[src/design/arcl_pkg.sv]
// Shared types and constants for the angular range coverage list.
`default_nettype none
package arcl_pkg;
  localparam int MAX_RANGES_DEF = 32;
  localparam int ANGLE_BITS_DEF = 16;
  localparam int IN_W = 17;

  localparam logic [1:0] MODE_ADD    = 2'd0;
  localparam logic [1:0] MODE_QUERY  = 2'd1;
  localparam logic [1:0] MODE_CLEAR  = 2'd2;
  localparam logic [1:0] MODE_UNUSED = 2'd3;

  // controller -> datapath commands
  typedef struct packed {
    logic start_item;  // latch input item
    logic start_half;  // begin a plain add/query half (second = 1 for upper half)
    logic second;
    logic scan_rd;     // issue read of entry at scan index
    logic scan_eval;   // evaluate read data
    logic shift_step;  // one move step of insert/remove
    logic clear;
    logic finish;      // latch result
  } arcl_cmd_t;

  // datapath -> controller status
  typedef struct packed {
    logic is_add;
    logic is_query;
    logic is_clear;
    logic wraps;
    logic half_done;   // current half finished (no shift pending)
    logic shift_busy;  // shift operation pending
  } arcl_sts_t;
endpackage
`default_nettype wire

[src/design/arcl_datapath.sv]
// Datapath: interval store, scan evaluation and shift engine.
`default_nettype none
module arcl_datapath #(
  parameter int MAX_RANGES = arcl_pkg::MAX_RANGES_DEF,
  parameter int ANGLE_BITS = arcl_pkg::ANGLE_BITS_DEF
) (
  input  wire logic                clk,
  input  wire logic                rst,
  input  wire arcl_pkg::arcl_cmd_t cmd,
  output arcl_pkg::arcl_sts_t      sts,
  input  wire logic [1:0]          mode,
  input  wire logic [arcl_pkg::IN_W-1:0] from_angle,
  input  wire logic [arcl_pkg::IN_W-1:0] to_angle,
  output logic                     visible,
  output logic                     full_circle,
  output logic                     overflow
);
  localparam int AW = ANGLE_BITS + 1;
  localparam int IW = $clog2(MAX_RANGES);
  localparam int CW = $clog2(MAX_RANGES + 1);
  localparam logic [AW-1:0] FULL = AW'(1) << ANGLE_BITS;
  localparam int XW = (AW > arcl_pkg::IN_W) ? AW : arcl_pkg::IN_W;

  // shift operation kinds
  localparam logic [1:0] OP_NONE = 2'd0;
  localparam logic [1:0] OP_INS  = 2'd1;
  localparam logic [1:0] OP_REM  = 2'd2;

  logic [AW-1:0] mem_s [MAX_RANGES];
  logic [AW-1:0] mem_e [MAX_RANGES];
  logic [AW-1:0] rd_s, rd_e;
  logic [IW-1:0] rd_a;
  logic [CW-1:0] count;
  logic [CW-1:0] idx;     // scan index
  logic [1:0]    it_mode;
  logic [arcl_pkg::IN_W-1:0] it_from, it_to;
  logic [XW-1:0] lo, hi;  // current half bounds (query unclamped)
  logic          merging; // absorbing following intervals into entry m_pos
  logic [CW-1:0] m_pos;
  logic [AW-1:0] m_end;   // running end of merged entry
  logic [AW-1:0] mem_s_hold;
  logic          done;
  logic          vis_acc, vis_half, ovf_acc;
  logic [1:0]    op;
  logic [CW-1:0] sh_k, sh_pos;
  logic [AW-1:0] ins_lo, ins_hi;
  logic          first_full;
  logic          wr_en;
  logic [IW-1:0] wr_a;
  logic [AW-1:0] wr_s, wr_e;

  function automatic logic [XW-1:0] clampx(input logic [arcl_pkg::IN_W-1:0] a);
    logic [XW-1:0] x;
    x = XW'(a);
    return (x > XW'(FULL)) ? XW'(FULL) : x;
  endfunction

  assign sts.is_add     = (it_mode == arcl_pkg::MODE_ADD);
  assign sts.is_query   = (it_mode == arcl_pkg::MODE_QUERY);
  assign sts.is_clear   = (it_mode == arcl_pkg::MODE_CLEAR);
  assign sts.wraps      = (it_from > it_to);
  assign sts.half_done  = done && (op == OP_NONE);
  assign sts.shift_busy = (op != OP_NONE);

  // insert walks down from the top, remove reads the entry above
  assign rd_a = (op == OP_INS) ? IW'(sh_k - CW'(1))
              : IW'(cmd.shift_step ? sh_k + CW'(1) : idx);

  // memory read (registered)
  always_ff @(posedge clk) begin
    if (cmd.scan_rd || cmd.shift_step) begin
      rd_s <= mem_s[rd_a];
      rd_e <= mem_e[rd_a];
    end
    if (wr_en) begin
      mem_s[wr_a] <= wr_s;
      mem_e[wr_a] <= wr_e;
    end
  end

  // shift engine: each step alternates read (phase 0) and write (phase 1)
  logic sh_ph;

  always_comb begin
    wr_en = 1'b0;
    wr_a  = '0;
    wr_s  = rd_s;
    wr_e  = rd_e;
    if (cmd.shift_step && sh_ph) begin
      if (op == OP_INS) begin
        wr_en = 1'b1;
        wr_a  = IW'(sh_k);
        if (sh_k == sh_pos) begin
          wr_s = ins_lo;
          wr_e = ins_hi;
        end
      end else begin
        wr_en = (sh_k + CW'(1) < count);
        wr_a  = IW'(sh_k);
      end
    end else if (cmd.scan_eval && !done && !merging && count != '0 && idx < count) begin
      // extend start in place when overlapping
      if (!(XW'(rd_e) < lo) && !(hi < XW'(rd_s)) && sts.is_add && lo < XW'(rd_s)) begin
        wr_en = 1'b1;
        wr_a  = IW'(idx);
        wr_s  = AW'(lo);
        wr_e  = rd_e;
      end
    end else if (cmd.scan_eval && merging && !done) begin
      // finishing a merge writes the final end
      if (!(idx < count && XW'(rd_s) <= hi)) begin
        wr_en = 1'b1;
        wr_a  = IW'(m_pos);
        wr_s  = mem_s_hold;
        wr_e  = (hi > XW'(m_end)) ? AW'(hi) : m_end;
      end
    end
  end

  always_ff @(posedge clk) begin
    if (rst) begin
      count    <= '0;
      op       <= OP_NONE;
      done     <= 1'b0;
      merging  <= 1'b0;
      sh_ph    <= 1'b0;
      visible  <= 1'b0;
      overflow <= 1'b0;
      full_circle <= 1'b0;
      first_full  <= 1'b0;
    end else begin
      if (cmd.start_item) begin
        it_mode <= mode;
        it_from <= from_angle;
        it_to   <= to_angle;
        vis_acc <= 1'b0;
        ovf_acc <= 1'b0;
      end
      if (cmd.start_half) begin
        idx      <= '0;
        done     <= 1'b0;
        merging  <= 1'b0;
        vis_half <= 1'b1;
        if (it_mode == arcl_pkg::MODE_ADD) begin
          lo <= cmd.second ? clampx(it_from) : ((it_from > it_to) ? '0 : clampx(it_from));
          hi <= cmd.second ? XW'(FULL) : clampx(it_to);
        end else begin
          lo <= cmd.second ? XW'(it_from) : ((it_from > it_to) ? '0 : XW'(it_from));
          hi <= cmd.second ? XW'(FULL) : XW'(it_to);
        end
      end
      if (cmd.scan_eval && !done) begin
        if (sts.is_query) begin
          if (idx >= count) begin
            done <= 1'b1;
          end else begin
            if (lo >= XW'(rd_s) && hi <= XW'(rd_e)) vis_half <= 1'b0;
            idx <= idx + CW'(1);
          end
        end else if (merging) begin
          if (idx < count && XW'(rd_s) <= hi) begin
            // absorb entry idx into m_pos: remove it
            m_end   <= rd_e;
            done    <= 1'b0;
            op      <= OP_REM;
            sh_k    <= idx;
            sh_ph   <= 1'b0;
          end else begin
            done    <= 1'b1;
            merging <= 1'b0;
          end
        end else if (idx >= count) begin
          done <= 1'b1;
          if (count >= CW'(MAX_RANGES)) ovf_acc <= 1'b1;
          else begin
            op <= OP_INS; sh_k <= count; sh_pos <= count; sh_ph <= 1'b0;
            ins_lo <= AW'(lo); ins_hi <= AW'(hi);
          end
        end else if (XW'(rd_e) < lo) begin
          idx <= idx + CW'(1);
        end else if (hi < XW'(rd_s)) begin
          done <= 1'b1;
          if (count >= CW'(MAX_RANGES)) ovf_acc <= 1'b1;
          else begin
            op <= OP_INS; sh_k <= count; sh_pos <= idx; sh_ph <= 1'b0;
            ins_lo <= AW'(lo); ins_hi <= AW'(hi);
          end
        end else if (hi <= XW'(rd_e)) begin
          done <= 1'b1;
        end else begin
          merging    <= 1'b1;
          m_pos      <= idx;
          m_end      <= rd_e;
          mem_s_hold <= (lo < XW'(rd_s)) ? AW'(lo) : rd_s;
          idx        <= idx + CW'(1);
        end
      end
      if (cmd.shift_step) begin
        sh_ph <= ~sh_ph;
        if (sh_ph) begin
          if (op == OP_INS) begin
            if (sh_k == sh_pos) begin
              op    <= OP_NONE;
              count <= count + CW'(1);
            end else sh_k <= sh_k - CW'(1);
          end else begin
            if (sh_k + CW'(1) >= count) begin
              op    <= OP_NONE;
              count <= count - CW'(1);
            end else sh_k <= sh_k + CW'(1);
          end
        end
      end
      if (cmd.clear) count <= '0;
      if (wr_en && wr_a == '0) first_full <= (wr_s == '0) && (wr_e == FULL);
      if (cmd.finish) begin
        visible     <= sts.is_query && (vis_acc || vis_half);
        overflow    <= ovf_acc;
        full_circle <= (count != '0) && first_full && !cmd.clear;
      end
      if (cmd.start_half && cmd.second) vis_acc <= vis_half;
    end
  end
endmodule
`default_nettype wire

[src/design/arcl_ctrl.sv]
// Controller state machine sequencing scans and shifts.
`default_nettype none
module arcl_ctrl (
  input  wire logic                clk,
  input  wire logic                rst,
  input  wire logic                in_fire,
  output logic                     busy,
  output logic                     res_valid,
  input  wire logic                res_ready,
  output arcl_pkg::arcl_cmd_t      cmd,
  input  wire arcl_pkg::arcl_sts_t sts
);
  localparam logic [2:0] S_IDLE = 3'd0;
  localparam logic [2:0] S_HALF = 3'd1;
  localparam logic [2:0] S_RD   = 3'd2;
  localparam logic [2:0] S_EV   = 3'd3;
  localparam logic [2:0] S_SH   = 3'd4;
  localparam logic [2:0] S_FIN  = 3'd5;
  localparam logic [2:0] S_OUT  = 3'd6;

  logic [2:0] state, state_next;
  logic       second, second_next;

  always_comb begin
    cmd = '0;
    state_next  = state;
    second_next = second;
    cmd.second  = second;
    case (state)
      S_IDLE: if (in_fire) begin
        cmd.start_item = 1'b1;
        second_next = 1'b0;
        state_next = S_HALF;
      end
      S_HALF: begin
        if (sts.is_clear) begin
          cmd.clear = 1'b1;
          state_next = S_FIN;
        end else if (!sts.is_add && !sts.is_query) state_next = S_FIN;
        else begin
          cmd.start_half = 1'b1;
          state_next = S_RD;
        end
      end
      S_RD: begin
        cmd.scan_rd = 1'b1;
        state_next = S_EV;
      end
      S_EV: begin
        cmd.scan_eval = 1'b1;
        state_next = S_SH;
      end
      S_SH: begin
        if (sts.shift_busy) cmd.shift_step = 1'b1;
        else if (sts.half_done) begin
          if (sts.wraps && !second) begin
            second_next = 1'b1;
            state_next = S_HALF;
          end else state_next = S_FIN;
        end else state_next = S_RD;
      end
      S_FIN: begin
        cmd.finish = 1'b1;
        state_next = S_OUT;
      end
      S_OUT: if (res_ready) state_next = S_IDLE;
      default: state_next = S_IDLE;
    endcase
  end

  assign busy = (state != S_IDLE);
  assign res_valid = (state == S_OUT);

  always_ff @(posedge clk) begin
    if (rst) begin
      state  <= S_IDLE;
      second <= 1'b0;
    end else begin
      state  <= state_next;
      second <= second_next;
    end
  end
endmodule
`default_nettype wire

[src/design/angular_range_coverage_list.sv]
// Top level of the angular range coverage list.
//
// channel | dir | tdata (low bit up)                        | tuser
// s_axis  | in  | mode[1:0], from_angle[18:2], to_angle[35:19] | -
// m_axis  | out | visible[0], full_circle[1], overflow[2]    | -
//
// One item at a time. Each scanned interval passes through read, evaluate and
// check states; accept, setup, finish and output states frame each item, a
// wrapped item scans both halves, and clear and the unused mode skip the scan.
// Each entry moved by an insert or a merge removal costs a read step and a
// write step (one memory port); a merge across the whole store moves the
// remaining entries again for each absorbed interval.
// Reset (rst, synchronous) empties the store at once; no clearing pass.
// The result register holds until taken; s_axis_tready is low meanwhile.
`default_nettype none
module angular_range_coverage_list #(
  parameter int MAX_RANGES = arcl_pkg::MAX_RANGES_DEF,
  parameter int ANGLE_BITS = arcl_pkg::ANGLE_BITS_DEF
) (
  input  wire logic        clk,
  input  wire logic        rst,
  input  wire logic        s_axis_tvalid,
  output logic             s_axis_tready,
  input  wire logic [39:0] s_axis_tdata,  // mode, from_angle, to_angle, zero pad
  output logic             m_axis_tvalid,
  input  wire logic        m_axis_tready,
  output logic [7:0]       m_axis_tdata   // visible, full_circle, overflow, zero pad
);
  arcl_pkg::arcl_cmd_t cmd;
  arcl_pkg::arcl_sts_t sts;
  logic busy, vis, full, ovf;
  logic in_fire;

  assign s_axis_tready = !busy;
  assign in_fire = s_axis_tvalid && s_axis_tready;
  assign m_axis_tdata = {5'd0, ovf, full, vis};

  arcl_ctrl u_ctrl (
    .clk(clk), .rst(rst), .in_fire(in_fire), .busy(busy),
    .res_valid(m_axis_tvalid), .res_ready(m_axis_tready), .cmd(cmd), .sts(sts)
  );

  arcl_datapath #(.MAX_RANGES(MAX_RANGES), .ANGLE_BITS(ANGLE_BITS)) u_dp (
    .clk(clk), .rst(rst), .cmd(cmd), .sts(sts),
    .mode(s_axis_tdata[1:0]), .from_angle(s_axis_tdata[18:2]),
    .to_angle(s_axis_tdata[35:19]),
    .visible(vis), .full_circle(full), .overflow(ovf)
  );

`ifndef SYNTHESIS
  a_no_accept_busy: assert property (@(posedge clk) disable iff (rst)
    m_axis_tvalid |-> !s_axis_tready) else $error("accept while result pending");
  a_hold: assert property (@(posedge clk) disable iff (rst)
    m_axis_tvalid && !m_axis_tready |=> m_axis_tvalid && $stable(m_axis_tdata))
    else $error("result changed while stalled");
  a_vis_mode: assert property (@(posedge clk) disable iff (rst)
    in_fire |=> busy) else $error("accepted item not in work");
`endif
endmodule
`default_nettype wire

[config.mk]
export PLATFORM = sky130hd
export DESIGN_NAME = angular_range_coverage_list
export DESIGN_NICKNAME = d
export VERILOG_FILES = /design/src/design/arcl_pkg.sv /design/src/design/arcl_datapath.sv /design/src/design/arcl_ctrl.sv /design/src/design/angular_range_coverage_list.sv
export SDC_FILE = /design/constraint.sdc
export NUM_CORES = 2
export LEC_CHECK = 0
export ABC_AREA = 0
export BUFFER_PORTS_ARGS = -buffer_cell sky130_fd_sc_hd__buf_2
export CAP_MARGIN = 20
export CORE_MARGIN = 3
export CORE_UTILIZATION = 55
export DETAILED_ROUTE_END_ITERATION = 10
export GPL_TIMING_DRIVEN = 0
export PLACE_DENSITY = 0.78
export SLEW_MARGIN = 0
export SYNTH_ARGS = -nofsm -noshare
export SYNTH_HDL_FRONTEND = slang
export SYNTH_SLANG_ARGS = --single-unit
[constraint.sdc]
create_clock -name clk -period 9.9 [get_ports clk]
set_clock_uncertainty 0.05 [all_clocks]
set_input_delay 0.495 -clock clk [delete_from_list [all_inputs] [get_ports clk]]
set_output_delay 0.495 -clock clk [all_outputs]
set_load 0.005 [all_outputs]
==> metrics <==
status completed; first-pass GRT wire length 224000 µm; CP arrival 6050 ps; cts repair resizes 0; minimum clock period 5650 ps; Post-synth EDFFs 1286; post-synthesis sequential area ratio 71.5%; LEAKAGE 21.0 nW; final WL 153000 µm; synth unique cells 81; Post-Route Setup TNS 0 ps; nets@finish 3748; max-cap violations 0; IO Pins 54; XOR/XNOR Fraction of Synth Area 0.337%; Crit path top cell by count o21ai_1; fraction of the mapped netlist area in adder cells 2.79%; Initial Util 56.0%; main flop type after synthesis edfxtp_1; Setup Crit Path Kind reg -> reg; simple-gate share of the synthesized area 7.03%; mean post-synth cell area 16.7 µm²; DRT Pass-1 Iters 8; largest family of logic cells by synthesized area multiplexers; crit start category flip-flop; post-route ant nets 0; Relative slew margins 23.9%; Max Clock Freq 177 MHz; gpl congestion 1.03; unrepaired setup endpoints after global routing false; most common cell in the synthesized netlist edfxtp_1; CTS Sinks 1305; DR DRC count 0; Post-Layout Cell Count 4966; setup slack, reg-to-reg 4250 ps; Die ar. 103000 µm²; area delta synth->final 15.9%; final setup violating endpoints 0; GRT Resource Usage Total 30.2%; max incr delay on CP 840 ps; asr flop ratio synth 0%; VDD IR-drop max 0.179 mV; Fill cells 6062; die width 321 µm; DP HPWL 99500 µm; largest net degree at the start of global routing 37; clk buf depth 3; Compound-Gate Fraction of Synth Area 4.62%; synth warn 0; # port buffers 43; Area contributors post-synth edfxtp_1 (71%), mux4_2 (11%), ha_1 (2.8%); Final Max Slew Viols 0; TritonCTS clock tree done; Clk Latency, worst-skew pair 750 ps; Critical Path, Cell by Cell inv_1, ha_1, a21oi_1, o21ai_1, a211oi_1, o21ai_1, a221oi_2, nor4_4, a222oi_1, nand3_1, nor2_4, buf_16; clk slew on worst S/H paths 60 ps; Root Buffer Master clkbuf_16; Synth top area share 70.8%; Final Hold Vio Count 0; Overflow after GRT 0; Mapped Area 54500 µm²; Synth area leader edfxtp_1; mux share of post-synthesis cell area 11.6%; Core ar. 97400 µm²; initial antenna violation count 10; total number of vias 33207; final worst path period share 57.1%; Slew @ Worst Pin 1140 ps; Pwr per Cell Area 204 nW/µm²; Syn Inst Count 3265; Crit. End Element flip-flop; design area 63200 µm²; wire length per cell 30.9 µm; total CTS buffers 132; CTS H-tree depth 4; CP Data Required Time 10290 ps; via/cell ratio 6.69; top post-synthesis cells by count edfxtp_1 (1286), nor2_1 (291), nand2_1 (276); slowest library cell on the worst path a222oi_1; # rows 114; flops & latches, synth 1305; largest fanout on the critical path 19; DP Area 58600 µm²; worst hold slack 188 ps; worst hold path type in -> reg; 1st-iter DRT viols 5010; layout cells sized above 1 20.0%; DIE HEIGHT 321 µm; placed cells 4686; vias in the first global route 32861
-- final cells by class --
| cell class | count | area, µm² | area share [%] |
|---|---|---|---|
| Clock buffer | 156 | 3420 | 5.42 |
| Inverter | 107 | 402 | 0.636 |
| Sequential cell | 1305 | 39000 | 61.7 |
| Timing Repair Buffer | 180 | 2370 | 3.75 |
| Tap cell | 1276 | 1600 | 2.53 |
| Clock inverter | 80 | 737 | 1.17 |
| Antenna cell | 5 | 12.5 | 0.0198 |
| Multi-Input combinational cell | 1692 | 14900 | 23.6 |
| Buffer | 165 | 733 | 1.16 |
-- sequential cells by signal (all words and copies together) (netlist names), 2 cells and up --
register         cells
u_dp.ins_hi         17
u_dp.rd_e           17
u_dp.mem_s_hold     17
u_dp.sh_k            6
u_dp.it_mode         2
u_dp.ins_lo         17
u_dp.idx             6
u_dp.count           6
u_dp.mem_s         544
u_dp.op              2
u_dp.lo             17
u_ctrl.state         3
u_dp.mem_e         544
u_dp.hi             17
u_dp.sh_pos          6
u_dp.it_from        17
u_dp.it_to          17
u_dp.m_pos           5
u_dp.rd_s           17
u_dp.m_end          17
-- per-stage QoR --
step	utilization, %	total power, W	setup slack (ps)
detailed placement	60.1	0.00801	4560
finish	64.9	0.0129	4250
CTS	64.8	0.0128	4480
global placement	57.8	0.00789	2900
floorplan	-	0.00733	5400
global route	64.8	0.0132	4200
-- repair_timing --
action / 4_1_cts / 5_1_grt
hold buffers: 36 / 0
hold endpoints to repair: 36 / 0
buffers inserted: 0 / 0
-- critical path, delay by kind of cell, from the launching register on --
kind                       cells  cell delay [ps]
adders and majority gates      1              360
AOI/OAI and AO/OA              6             2260
DFF                            1              540
and+or+nand+nor                3             1720
buffers and inverters          2              390
-- final timing paths --
path                                                 start  depth (start not counted)                            to
worst max-delay path                  u_dp.lo[8]$_DFFE_PP_                         12    u_dp.mem_e[0][5]$_DFFE_PP_
worst min-delay path                         s_axis_tvalid                          3  u_ctrl.state[0]$_SDFFE_PP0P_
worst max register to register        u_dp.lo[8]$_DFFE_PP_                         12    u_dp.mem_e[0][5]$_DFFE_PP_
worst min register to register  u_dp.overflow$_SDFFE_PP0P_                          2    u_dp.overflow$_SDFFE_PP0P_
-- cells in the final DEF (no fill, tap or decap), types with 25 or more instances in the layout --
master            n
clkinv_1         26
nor2_4           36
o211ai_1         51
nand3_1         119
mux4_2          272
inv_1           105
dlygate4sd3_1    36
clkbuf_16       133
clkinv_2         26
nor2_1          256
buf_2            81
nand2_1         276
o21ai_0         109
ha_1            120
edfxtp_1       1286
a21oi_1          76
buf_12           25
and2_1           37
buf_16           32
o21ai_1          40
buf_4            40
clkbuf_1        116
-- routing by layer --
| layer | global-route usage, % | share of wire [%] | vias to the layer above |
|---|---|---|---|
| met5 | 0 | 0.016 | - |
| met4 | 16.7 | 6.1 | 4 |
| met3 | 8.54 | 13 | 440 |
| met2 | 45.5 | 45 | 2643 |
| met1 | 40.3 | 35 | 16671 |
| li1 | - | - | 13449 |
-- kinds of logic (layout without fill, tap and decap cells) --
kind of cell,count (synthesis),after routing
AO/OA/AOI/OAI,405,405
XOR/XNOR,21,21
adder cells (fa/ha/maj),121,121
buffers and inverters,272,688
flip-flops,1305,1305
multiplexers,292,292
other,1,10
AND/OR/NAND/NOR,848,848
-- power by group --
part | leakage [nW] | switching, W | internal, W
Clock | 2.04 | 0.00215 | 0.00271
Combinational | 7.27 | 0.00112 | 0.000605
Sequential | 11.7 | 0.0000636 | 0.00621
No activity file was read; power rests on OpenSTA's default activity.
